`src/kat_pkg.sv`:
```
`timescale 1ns / 1ps

package kat_pkg;

  localparam int OFFSET_WIDTH_DEF = 32;
  localparam int LENGTH_WIDTH_DEF = 16;
  localparam int QUEUE_DEPTH      = 4;
  localparam int NUM_KEYWORDS     = 4;

  typedef enum logic {
    OP_CHAR = 1'b0,
    OP_END  = 1'b1
  } operation_e;

  typedef enum logic [2:0] {
    KIND_IDENT    = 3'd0,
    KIND_KEYWORD  = 3'd1,
    KIND_NUMBER   = 3'd2,
    KIND_OPERATOR = 3'd3,
    KIND_END      = 3'd4
  } token_kind_e;

  typedef struct packed {
    operation_e  operation;
    logic [7:0]  source_char;
  } in_item_t;

  typedef struct packed {
    token_kind_e token_kind;
    logic [31:0] token_start;
    logic [15:0] token_length;
    logic [7:0]  operator_char;
    logic        last_of_run;
  } out_item_t;

  // All results caused by one accepted input beat.
  typedef struct packed {
    logic      first_valid;
    out_item_t first;
    logic      second_valid;
    out_item_t second;
  } entry_t;

  localparam logic [7:0] KW_TEXT [NUM_KEYWORDS][6] = '{
    '{"i", "f", 8'h00, 8'h00, 8'h00, 8'h00},
    '{"e", "l", "s", "e", 8'h00, 8'h00},
    '{"w", "h", "i", "l", "e", 8'h00},
    '{"r", "e", "t", "u", "r", "n"}
  };

  localparam logic [2:0] KW_LEN [NUM_KEYWORDS] = '{3'd2, 3'd4, 3'd5, 3'd6};

endpackage

```
`src/kat_front.sv`:
```
`timescale 1ns / 1ps

module kat_front #(
  parameter int OFFSET_WIDTH = kat_pkg::OFFSET_WIDTH_DEF,
  parameter int LENGTH_WIDTH = kat_pkg::LENGTH_WIDTH_DEF
) (
  input  logic             clk_i,
  input  logic             rst_ni,
  input  logic             in_valid_i,
  output logic             in_stall_o,
  input  kat_pkg::in_item_t in_data_i,
  input  logic             queue_full_i,
  output logic             push_o,
  output kat_pkg::entry_t  entry_o
);
  import kat_pkg::*;

  typedef enum logic [1:0] {
    MODE_IDLE   = 2'd0,
    MODE_IDENT  = 2'd1,
    MODE_NUMBER = 2'd2
  } mode_e;

  mode_e                   mode_q, mode_d;
  logic [OFFSET_WIDTH-1:0] offset_q, offset_d;
  logic [OFFSET_WIDTH-1:0] start_q, start_d;
  logic [LENGTH_WIDTH-1:0] len_q, len_d;
  logic [NUM_KEYWORDS-1:0] cand_q, cand_d;

  logic                    accept;
  logic [7:0]              c;
  logic                    is_letter, is_digit, is_punct;
  logic                    pending;
  token_kind_e             flush_kind;
  logic [LENGTH_WIDTH-1:0] base_len, ext_len;
  logic [NUM_KEYWORDS-1:0] base_cand, ext_cand;
  out_item_t               flush_item;

  assign in_stall_o = queue_full_i;
  assign accept     = in_valid_i && !queue_full_i;
  assign c          = in_data_i.source_char;

  assign is_letter = (c >= "A" && c <= "Z") || (c >= "a" && c <= "z");
  assign is_digit  = (c >= "0" && c <= "9");
  assign is_punct  = (c >= 8'd33 && c <= 8'd126) && !is_letter && !is_digit;
  assign pending   = (mode_q != MODE_IDLE);

  always_comb begin
    flush_kind = (mode_q == MODE_NUMBER) ? KIND_NUMBER : KIND_IDENT;
    if (mode_q == MODE_IDENT) begin
      for (int k = 0; k < NUM_KEYWORDS; k++) begin
        if (cand_q[k] && len_q == LENGTH_WIDTH'(KW_LEN[k])) begin
          flush_kind = KIND_KEYWORD;
        end
      end
    end
  end

  always_comb begin
    flush_item               = '0;
    flush_item.token_kind    = flush_kind;
    flush_item.token_start   = 32'(start_q);
    flush_item.token_length  = 16'(len_q);
    flush_item.operator_char = 8'h00;
  end

  // A new identifier starts from a clean slate unless one is already open.
  assign base_len  = (mode_q == MODE_IDENT || (is_digit && mode_q == MODE_NUMBER)) ?
                     len_q : '0;
  assign base_cand = (mode_q == MODE_IDENT) ? cand_q : '1;
  assign ext_len   = (base_len == '1) ? base_len : base_len + LENGTH_WIDTH'(1);

  always_comb begin
    for (int k = 0; k < NUM_KEYWORDS; k++) begin
      ext_cand[k] = base_cand[k] && (base_len < LENGTH_WIDTH'(KW_LEN[k])) &&
                    (KW_TEXT[k][3'(base_len)] == c);
    end
  end

  always_comb begin
    mode_d   = mode_q;
    offset_d = offset_q;
    start_d  = start_q;
    len_d    = len_q;
    cand_d   = cand_q;
    entry_o  = '0;

    if (in_data_i.operation == OP_END) begin
      entry_o.first_valid         = pending;
      entry_o.first               = flush_item;
      entry_o.second_valid        = 1'b1;
      entry_o.second.token_kind   = KIND_END;
      entry_o.second.token_start  = 32'(offset_q);
      entry_o.second.token_length = '0;
      mode_d   = MODE_IDLE;
      offset_d = '0;
      start_d  = '0;
      len_d    = '0;
      cand_d   = '1;
    end else begin
      offset_d = offset_q + OFFSET_WIDTH'(1);
      if (is_letter) begin
        entry_o.first_valid = (mode_q == MODE_NUMBER);
        entry_o.first       = flush_item;
        mode_d  = MODE_IDENT;
        start_d = (mode_q == MODE_IDENT) ? start_q : offset_q;
        len_d   = ext_len;
        cand_d  = ext_cand;
      end else if (is_digit) begin
        if (mode_q == MODE_IDLE) begin
          mode_d  = MODE_NUMBER;
          start_d = offset_q;
          cand_d  = '1;
        end else if (mode_q == MODE_IDENT) begin
          cand_d = ext_cand;
        end
        len_d = ext_len;
      end else begin
        entry_o.first_valid = pending;
        entry_o.first       = flush_item;
        mode_d = MODE_IDLE;
        len_d  = '0;
        cand_d = '1;
        if (is_punct) begin
          entry_o.second_valid         = 1'b1;
          entry_o.second.token_kind    = KIND_OPERATOR;
          entry_o.second.token_start   = 32'(offset_q);
          entry_o.second.token_length  = 16'd1;
          entry_o.second.operator_char = c;
        end
      end
    end

    entry_o.first.last_of_run  = !entry_o.second_valid;
    entry_o.second.last_of_run = 1'b1;
  end

  assign push_o = accept && (entry_o.first_valid || entry_o.second_valid);

  always_ff @(posedge clk_i or negedge rst_ni) begin
    if (!rst_ni) begin
      mode_q   <= MODE_IDLE;
      offset_q <= '0;
      start_q  <= '0;
      len_q    <= '0;
      cand_q   <= '1;
    end else if (accept) begin
      mode_q   <= mode_d;
      offset_q <= offset_d;
      start_q  <= start_d;
      len_q    <= len_d;
      cand_q   <= cand_d;
    end
  end

endmodule

```
`src/kat_queue.sv`:
```
`timescale 1ns / 1ps

module kat_queue (
  input  logic            clk_i,
  input  logic            rst_ni,
  input  logic            push_i,
  input  kat_pkg::entry_t push_data_i,
  output logic            full_o,
  input  logic            pop_i,
  output logic            head_valid_o,
  output kat_pkg::entry_t head_o
);
  import kat_pkg::*;

  localparam int PtrW = $clog2(QUEUE_DEPTH);
  localparam int CntW = $clog2(QUEUE_DEPTH + 1);

  entry_t            mem_q [QUEUE_DEPTH];
  logic [PtrW-1:0]   wr_q, wr_d;
  logic [PtrW-1:0]   rd_q, rd_d;
  logic [CntW-1:0]   cnt_q, cnt_d;
  logic              do_pop;

  assign full_o       = (cnt_q == CntW'(QUEUE_DEPTH));
  assign head_valid_o = (cnt_q != '0);
  assign head_o       = mem_q[rd_q];
  assign do_pop       = pop_i && head_valid_o;

  always_comb begin
    wr_d  = push_i ? wr_q + PtrW'(1) : wr_q;
    rd_d  = do_pop ? rd_q + PtrW'(1) : rd_q;
    cnt_d = cnt_q + CntW'(push_i) - CntW'(do_pop);
  end

  always_ff @(posedge clk_i or negedge rst_ni) begin
    if (!rst_ni) begin
      wr_q  <= '0;
      rd_q  <= '0;
      cnt_q <= '0;
    end else begin
      wr_q  <= wr_d;
      rd_q  <= rd_d;
      cnt_q <= cnt_d;
    end
  end

  always_ff @(posedge clk_i) begin
    if (push_i) begin
      mem_q[wr_q] <= push_data_i;
    end
  end

endmodule

```
`src/kat_back.sv`:
```
`timescale 1ns / 1ps

module kat_back (
  input  logic               clk_i,
  input  logic               rst_ni,
  input  logic               head_valid_i,
  input  kat_pkg::entry_t    head_i,
  output logic               pop_o,
  output logic               out_valid_o,
  input  logic               out_stall_i,
  output kat_pkg::out_item_t out_data_o
);
  import kat_pkg::*;

  logic      out_valid_q;
  out_item_t out_q;
  logic      sel_q;
  logic      load;
  logic      take_first;

  assign load       = !out_valid_q || !out_stall_i;
  assign take_first = !sel_q && head_i.first_valid;
  assign pop_o      = load && head_valid_i && !(take_first && head_i.second_valid);

  always_ff @(posedge clk_i or negedge rst_ni) begin
    if (!rst_ni) begin
      out_valid_q <= 1'b0;
      sel_q       <= 1'b0;
    end else if (load) begin
      out_valid_q <= head_valid_i;
      if (head_valid_i) begin
        sel_q <= take_first && head_i.second_valid;
      end
    end
  end

  always_ff @(posedge clk_i) begin
    if (load && head_valid_i) begin
      out_q <= take_first ? head_i.first : head_i.second;
    end
  end

  assign out_valid_o = out_valid_q;
  assign out_data_o  = out_q;

endmodule

```
`src/keyword_aware_tokenizer_top.sv`:
```
// A result beat passes through the queue and then the output register before it is offered.
// One input beat per cycle while the queue is not full; the output register issues one
// result beat per cycle unless stalled; a four-entry queue absorbs items with two results.
// Reset is asynchronous and active low; it returns the scanner to idle at offset zero
// and empties the queue and the output register at once.
`timescale 1ns / 1ps

module keyword_aware_tokenizer_top #(
  parameter int OFFSET_WIDTH = kat_pkg::OFFSET_WIDTH_DEF,
  parameter int LENGTH_WIDTH = kat_pkg::LENGTH_WIDTH_DEF
) (
  input  logic               clk_i,
  input  logic               rst_ni,
  input  logic               in_valid_i,
  output logic               in_stall_o,
  input  kat_pkg::in_item_t  in_data_i,
  output logic               out_valid_o,
  input  logic               out_stall_i,
  output kat_pkg::out_item_t out_data_o
);
  import kat_pkg::*;

  logic   push;
  entry_t push_entry;
  logic   queue_full;
  logic   pop;
  logic   head_valid;
  entry_t head;

  kat_front #(
    .OFFSET_WIDTH(OFFSET_WIDTH),
    .LENGTH_WIDTH(LENGTH_WIDTH)
  ) u_front (
    .clk_i       (clk_i),
    .rst_ni      (rst_ni),
    .in_valid_i  (in_valid_i),
    .in_stall_o  (in_stall_o),
    .in_data_i   (in_data_i),
    .queue_full_i(queue_full),
    .push_o      (push),
    .entry_o     (push_entry)
  );

  kat_queue u_queue (
    .clk_i       (clk_i),
    .rst_ni      (rst_ni),
    .push_i      (push),
    .push_data_i (push_entry),
    .full_o      (queue_full),
    .pop_i       (pop),
    .head_valid_o(head_valid),
    .head_o      (head)
  );

  kat_back u_back (
    .clk_i       (clk_i),
    .rst_ni      (rst_ni),
    .head_valid_i(head_valid),
    .head_i      (head),
    .pop_o       (pop),
    .out_valid_o (out_valid_o),
    .out_stall_i (out_stall_i),
    .out_data_o  (out_data_o)
  );

endmodule

```
`config.mk`:
```
export PLATFORM = sky130hd
export DESIGN_NAME = keyword_aware_tokenizer_top
export DESIGN_NICKNAME = d
export VERILOG_FILES = /design/src/kat_pkg.sv /design/src/kat_front.sv /design/src/kat_queue.sv /design/src/kat_back.sv /design/src/keyword_aware_tokenizer_top.sv
export SDC_FILE = /design/constraint.sdc
export NUM_CORES = 1
export LEC_CHECK = 0
export BUFFER_PORTS_ARGS = -buffer_cell sky130_fd_sc_hd__buf_2
export CAP_MARGIN = 20
export CELL_PAD_IN_SITES_DETAIL_PLACEMENT = 0
export CELL_PAD_IN_SITES_GLOBAL_PLACEMENT = 2
export CORE_ASPECT_RATIO = 0.7
export CORE_MARGIN = 3
export CORE_UTILIZATION = 51
export CTS_BUF_LIST = sky130_fd_sc_hd__clkbuf_16
export DETAILED_ROUTE_END_ITERATION = 10
export GPL_ROUTABILITY_DRIVEN = 0
export PLACE_DENSITY = 0.86
export SETUP_SLACK_MARGIN = 0.2
export SYNTH_ARGS = -nofsm -noshare
export SYNTH_HDL_FRONTEND = slang
export SYNTH_SLANG_ARGS = --single-unit
```
`constraint.sdc`:
```
create_clock -name clk_i -period 14.9 [get_ports clk_i]
set_input_delay 2.235 -clock clk_i [delete_from_list [all_inputs] [get_ports clk_i]]
set_output_delay 2.235 -clock clk_i [all_outputs]
set_load 0.01 [all_outputs]
```
# --- After elaboration in Yosys (flattened, before gate mapping) ---
# Memory sizes are Yosys's and may differ from the RTL's.
# Cells that the tools add are included.
totals:
  register_bits: 155
  latchBits: 0
  mem_bits_rw: 484
  romBits: 256
  in_bits: 13
  out_inout_bits: 62
  mem_count: 5
op_classes:
  addsub: 6
  mul: 0
  n_div: 0
  order_cmp: 13
  eq_ne: 15
  shift: 0
  muxes: 44
  n_bitwise: 1
  reduce_logical: 47
mem_list:
  columns: ["name", "depth", "word_bits", "read_ports", "rd_ports_with_merged_regs", "write_ports", "line_no", "text"]
  rows:
  - ["u_queue.mem_q", 4, 121, 1, 0, 1, "kat_queue.sv:18", "entry_t mem_q [QUEUE_DEPTH];"]
  - ["(no name shown)", 8, 8, 1, 0, 0, "kat_front.sv:76", "(KW_TEXT[k][3'(base_len)] == c);"]
  - ["(no name shown)", 8, 8, 1, 0, 0, "kat_front.sv:76", null]
  - ["(no name shown)", 8, 8, 1, 0, 0, "kat_front.sv:76", null]
  - ["(no name shown)", 8, 8, 1, 0, 0, "kat_front.sv:76", null]
op_table:
  columns: ["operator", "n"]
  rows:
  - ["two-way mux 32 bit", 6]
  - ["two-way mux 60 bit", 3]
  - ["two-way mux 121 bit", 1]
  - ["two-way mux 113 bit", 1]
  - ["two-way mux 16 bit", 5]
  - ["two-way mux 8 bit", 9]
  - ["two-way mux 61 bit", 1]
  - ["equality test 16 x 3 -> 1 bit, second input constant", 3]
  - ["< comparator 16 x 3 -> 1 bit, second input constant", 3]
  - ["adder 32 x 1 -> 32 bit, second input constant", 1]
  - ["equality test 8 bit", 4]
  - ["logical AND 1 bit", 26]
  - ["less-or-equal comparator 8 x 7 -> 1 bit, second input constant", 3]
  - ["two-way mux 4 bit", 6]
  - ["adder 16 x 1 -> 16 bit, second input constant", 1]
  - ["equality test 16 bit, second input constant", 1]
  - ["equality test 16 x 2 -> 1 bit, second input constant", 1]
  - ["greater-or-equal comparator 8 x 6 -> 1 bit, second input constant", 2]
  - ["greater-or-equal comparator 8 x 7 -> 1 bit, second input constant", 2]
  - ["< comparator 16 x 2 -> 1 bit, second input constant", 1]
  - ["two-way mux 3 bit", 5]
  - ["two-way mux 2 bit", 5]
  - ["nonzero test 3 bit", 3]
  - ["less-or-equal comparator 8 x 6 -> 1 bit, second input constant", 1]
  - ["18 further kinds", 32]

# --- Depth between registers and ports, before layout ---
depth:
  ltp_word: 16
  depth_mapped: 13

# --- Cells and area by module ---
# Synthesis repeated with hierarchy kept, for this count alone.
hier_totals:
  hier_cells: 1435
  area_unflattened_um2: 26387.8
by_module_without_submodules:
  columns: ["module", "instances", "cells_per_inst", "area_per_inst_um2"]
  rows:
  - ["kat_queue", 1, 673, 17989.8]
  - ["kat_front", 1, 627, 5449.0]
  - ["kat_back", 1, 135, 2949.1]

# --- Least setup slack after synthesis ---
# OpenSTA, ideal clock, no wires.
synth_path:
  kind: "input-to-reg"
  start: "in out_stall_i"
  end: "reg u_queue.cnt_q[2]"
  setup_ps: 125
  t_arrival_ps: 6819
  setup_slack_ps: 7956
  path_stages: 9
  cell_sequence: "a21oi_1 a21boi_0 ha_1 inv_1 ha_1 inv_1 fa_1 xnor2_1 xnor2_1"
synth_via:
  elab_chain_len: 6
synth_lines:
  columns: ["item", "line_no", "text"]
  rows:
  - ["start, declared", "keyword_aware_tokenizer_top.sv:18", "input logic out_stall_i,"]
  - ["logical NOT 1 bit", "kat_back.sv:21", "assign load = !out_valid_q || !out_stall_i;"]
  - ["logical OR 1 bit", "kat_back.sv:21", null]
  - ["logical AND 1 bit (2 in a row)", "kat_back.sv:23", "assign pop_o = load && head_valid_i && !(take_first && head_i.second_valid);"]
  - ["logical AND 1 bit", "kat_queue.sv:27", "assign do_pop = pop_i && head_valid_o;"]
  - ["net u_queue.do_pop", "kat_queue.sv:22", "logic do_pop;"]
  - ["subtractor 3 x 1 -> 3 bit", "kat_queue.sv:32", "cnt_d = cnt_q + CntW'(push_i) - CntW'(do_pop);"]
  - ["net u_queue.cnt_d[2]", "kat_queue.sv:21", "logic [CntW-1:0] cnt_q, cnt_d;"]
  - ["end signal, assigned", "kat_queue.sv:43", "cnt_q <= cnt_d;"]
  - ["end, declared", "kat_queue.sv:21", null]
# The timed path passes the listed nets, and every way through them passes these cells.
# A chain may end at the register's enable or synchronous reset.

# --- Final worst setup path ---
layout_path:
  start: "in in_data_i[4] (netlist bit)"
  end: "mem u_queue.mem_q[2][106] (netlist bit), enable pin"
layout_via:
  elab_chain_len: 14
layout_lines:
  columns: ["item", "line_no", "text"]
  rows:
  - ["start, declared", "keyword_aware_tokenizer_top.sv:16", "input kat_pkg::in_item_t in_data_i,"]
  - ["greater-or-equal comparator 8 x 7 -> 1 bit / less-or-equal comparator 8 x 7 -> 1 bit (equally long branches)", "kat_front.sv:43", "assign is_letter = (c >= \"A\" && c <= \"Z\") || (c >= \"a\" && c <= \"z\");"]
  - ["logical AND 1 bit", "kat_front.sv:43", null]
  - ["logical OR 1 bit", "kat_front.sv:43", null]
  - ["logical NOT 1 bit", "kat_front.sv:45", "assign is_punct = (c >= 8'd33 && c <= 8'd126) && !is_letter && !is_digit;"]
  - ["logical AND 1 bit (2 in a row)", "kat_front.sv:45", null]
  - ["two-way mux 60 bit", "kat_front.sv:124", "if (is_punct) begin"]
  - ["two-way mux 121 bit", "kat_front.sv:109", "end else if (is_digit) begin"]
  - ["two-way mux 60 bit", "kat_front.sv:102", "if (is_letter) begin"]
  - ["two-way mux 113 bit (*)", "kat_front.sv:88", "if (in_data_i.operation == OP_END) begin"]
  - ["logical OR 1 bit (*)", "kat_front.sv:138", "assign push_o = accept && (entry_o.first_valid || entry_o.second_valid);"]
  - ["logical AND 1 bit (*)", "kat_front.sv:138", null]
  - ["net push", "keyword_aware_tokenizer_top.sv:23", "logic push;"]
  - ["two-way mux 1 bit (*)", "kat_queue.sv:48", "if (push_i) begin"]
  - ["two-way mux 1 bit (not written as such) (*)", "kat_queue.sv:49", "mem_q[wr_q] <= push_data_i;"]
  - ["end, declared", "kat_queue.sv:18", null]
# Mark *: on every way through the listed nets, which the timed path passes. The rest lies on a longest branch.

==> reports/qor.yml <==
global_routing:
  antenna_found_initial: 1
  grt_pass1_vias: 11640
  grt_first_pass_wirelength_um: 70060
  grt.overflow.total: 0
  grt_max_degree: 71
  gr-usage-all-layers: 0.2035
placement:
  pre_cts_setup_slack_ns: 8.244
  dp_hpwl_um: 26330
  dpl_cell_area_sq_um: 22750
  port_buffers: 74
cells_and_area:
  area_growth_syn_to_layout_pct: 11.91
  fillers: 3142
  drive_gt1_frac: 0.2321
  insertedDiodeCount: 0
  fin_nets: 1376
  finish.instance_area_sq_um: 24360
clock_tree:
  cts-hold-fix-buffers: 0
  insertion_delay_ns: 0.56
  total_clock_sinks: 535
  h-tree-depth: 2
  cts.repair.resized: 0
  cts_buffers: 49
  cts.path.max_buffers: 3
  cts_tree: "done"
  clkSlewWorstSetupHoldPaths_ns: 0.06
  clock_tree.root_cell: "sky130_fd_sc_hd__clkbuf_16"
  cts_setup_buffers: 0
logic_synthesis:
  synth_seq_cells: 535
  yosysSeqAreaShare: 0.7165
  synth_async_sr_flop_share: 0.1776
  syn_inst: 1275
  synth_edf_count: 440
  avgSynthCellArea_sq_um: 17.07
  synth.distinct_cells: 79
  count_of_warnings_emitted_by_yosys: 0
  synth_area_sq_um: 21760
  ys_dominant_reg_cell: "sky130_fd_sc_hd__edfxtp_1"
sta:
  timing.final.crit_share: 0.4097
  finalSetupViolations: 0
  maxClockFrequency_mhz: 163.8
  period_minus_slack_ns: 6.105
  drv_slew: 0
  tightestPinTransition_ns: 1.021
  report.final.hold_viol_count: 0
  tns_ns: 0
  skew_ns: 0.02019
  rsz0062_at_grt: "false"
  slew-limit-headroom: 0.3192
  post-route-worst-setup-slack_ns: 8.795
floorplan:
  std_cell_rows: 62
  boundaryPins: 75
  floorplan_die_width_um: 252.9
  effective_utilization_at_floorplan: 0.5234
  floorplan.core_area_sq_um: 41580
  die_h_um: 178.8
  die_area_sq_um: 45230
hold_path:
  worst_hold_path_type: "reg -> reg"
power:
  power.density_nw_per_um2: 178.8
  ir_worst_vdd_mv: 0.1065
  p_total_mw: 4.354
  power.leakage_nw: 8.883
critical_path:
  critical_path.max_fanout: 64
  timing_worst_setup_path_type: "in -> reg"
  critical_path.startpoint_type: "input port"
  worst-endpoint-arrival_ns: 6.27
  worstSetupEndpointType: "flip-flop"
  required_time_worst_endpoint_ns: 15.06
drt:
  route.detailed.wl_per_inst_um: 22.85
  route.antenna.remaining_nets: 0
  detailedRoute.firstPassIterationCount: 5
  via_per_inst: 5.874
  drt_drc_violations_left: 0
  initial_drc_count: 1020
  detail_route.wirelength_um: 44320
  routed-via-count: 11400
outcome:
  run_status: "finished clean"
flow_run:
  max_capacitance_violation_count: 0
through the flow:
step           instances  utilization  hold WS [ns]
2_1_floorplan       1278            -        0.4646
4_1_cts             1937       0.5843        0.5018
5_1_grt             1940       0.5858        0.5107
3_5_place_dp        1845       0.5470        0.4826
3_3_place_gp        1845       0.5470        0.4795
6_report            1940       0.5858        0.4981
flip-flops by register name, summed over array words and instances, names as in the netlist:
signal and cells:
u_back.out_data_o 60, u_back.out_valid_o 1, u_back.sel_q 1, u_front.cand_q 4
u_front.len_q 16, u_front.mode_q 2, u_front.offset_q 32, u_front.start_q 32
u_queue.cnt_q 3, u_queue.mem_q 380, u_queue.rd_q 2, u_queue.wr_q 2
layer usage:
| metal | track usage | vias up | part of all wire |
|---|---|---|---|
| met5 | 0 | - | 0 |
| met4 | 0.04105 | 0 | 0.013 |
| met3 | 0.03582 | 48 | 0.054 |
| met2 | 0.2948 | 314 | 0.44 |
| met1 | 0.3267 | 5913 | 0.50 |
| li1 | - | 5121 | - |
worst paths after layout:
check	from	end	slack (ns)	cells after the start
worst max-delay path	in_data_i[4]	u_queue.mem_q[2][106]	8.80	10
worst min-delay path	u_front.start_q[14]	u_front.start_q[14]	0.50	1
worst max register to register	u_queue.rd_q[1]	u_back.out_data_o[39]	11.37	7
worst min register to register	u_front.start_q[14]	u_front.start_q[14]	0.50	1
max in group asynchronous	rst_ni	u_queue.rd_q[0]	11.98	2
min in group asynchronous	rst_ni	u_front.len_q[4]	1.70	1
critical path, cell delays in order:
cell	delay (ns)
sky130_fd_sc_hd__buf_2	0.18
sky130_fd_sc_hd__nor2_1	0.31
sky130_fd_sc_hd__a2bb2oi_1	0.12
sky130_fd_sc_hd__nand2_1	0.29
sky130_fd_sc_hd__nand2_1	0.17
sky130_fd_sc_hd__o21bai_4	0.78
sky130_fd_sc_hd__inv_1	0.29
sky130_fd_sc_hd__a21oi_2	0.41
sky130_fd_sc_hd__and2_4	0.52
sky130_fd_sc_hd__buf_4	0.85
Yosys cell counts, types with 3 or more instances:
master	instances	area share
sky130_fd_sc_hd__a211oi_1	4	0.0014
sky130_fd_sc_hd__a21oi_1	27	0.0062
sky130_fd_sc_hd__a22o_1	33	0.013
sky130_fd_sc_hd__a31oi_1	8	0.0023
sky130_fd_sc_hd__and2_1	106	0.030
sky130_fd_sc_hd__and3_1	7	0.0020
sky130_fd_sc_hd__buf_2	19	0.0044
sky130_fd_sc_hd__clkbuf_1	48	0.0083
sky130_fd_sc_hd__dfrtp_1	91	0.10
sky130_fd_sc_hd__dfstp_2	4	0.0048
sky130_fd_sc_hd__edfxtp_1	440	0.61
sky130_fd_sc_hd__ha_1	7	0.0040
sky130_fd_sc_hd__inv_1	25	0.0043
sky130_fd_sc_hd__mux2_2	35	0.018
sky130_fd_sc_hd__mux2i_1	6	0.0028
sky130_fd_sc_hd__mux4_2	94	0.097
sky130_fd_sc_hd__nand2_1	54	0.0093
sky130_fd_sc_hd__nand2b_1	6	0.0017
sky130_fd_sc_hd__nand3_1	16	0.0037
sky130_fd_sc_hd__nand3b_1	3	0.0010
sky130_fd_sc_hd__nand4_1	14	0.0040
sky130_fd_sc_hd__nor2_1	63	0.011
sky130_fd_sc_hd__nor2b_1	11	0.0032
sky130_fd_sc_hd__nor3_1	9	0.0021
sky130_fd_sc_hd__nor4_1	8	0.0023
sky130_fd_sc_hd__o21ai_0	30	0.0069
sky130_fd_sc_hd__o221ai_1	3	0.0012
sky130_fd_sc_hd__o22ai_1	3	0.00086
sky130_fd_sc_hd__o31ai_1	4	0.0014
sky130_fd_sc_hd__o32ai_1	3	0.0012
sky130_fd_sc_hd__or3_1	5	0.0014
sky130_fd_sc_hd__xnor2_1	12	0.0048
sky130_fd_sc_hd__xor2_1	19	0.0076
layout make-up:
| cell class | count | area (sq um) | area share |
|---|---|---|---|
| tap | 544 | 680.7 | 0.02794 |
| multi-input combinational | 648 | 5856 | 0.2404 |
| clock inverter | 41 | 272.8 | 0.01120 |
| clock buffer | 51 | 1276 | 0.05240 |
| sequential | 535 | 15600 | 0.6405 |
| inverter | 25 | 93.84 | 0.003853 |
| timing repair buffer | 96 | 578.1 | 0.02373 |
report_power, final:
group | internal [mW] | switching, mW | leakage [nW]
logic | 0.483 | 0.628 | 2.44
registers | 1.95 | 0.0890 | 5.64
clock network | 0.673 | 0.533 | 0.799
cell usage in the layout, fill, tap and decap left out, drive strengths merged, types with 5 or more instances in the layout:
master,instances
edfxtp,440
and2,107
buf,96
mux4,94
dfrtp,91
nor2,63
nand2,54
clkbuf,51
inv,39
mux2,35
a22o,33
o21ai,30
a21oi,28
clkinv,21
xor2,19
nand3,18
nand4,14
xnor2,12
nor2b,11
nor3,10
nor4,9
a31oi,9
and3,9
ha,7
mux2i,6
nand2b,6
or3,5
o31ai,5
a211oi,5
cell families after synthesis:
family | share of synthesized area
simple gates | 0.08048
other cells | 0.0001723
xor+xnor | 0.01247
fa+ha+maj | 0.004944
compound gates | 0.04973
flops | 0.7165
mux | 0.1181
buf+inv | 0.01753
No activity file was read; power rests on OpenSTA's default activity.
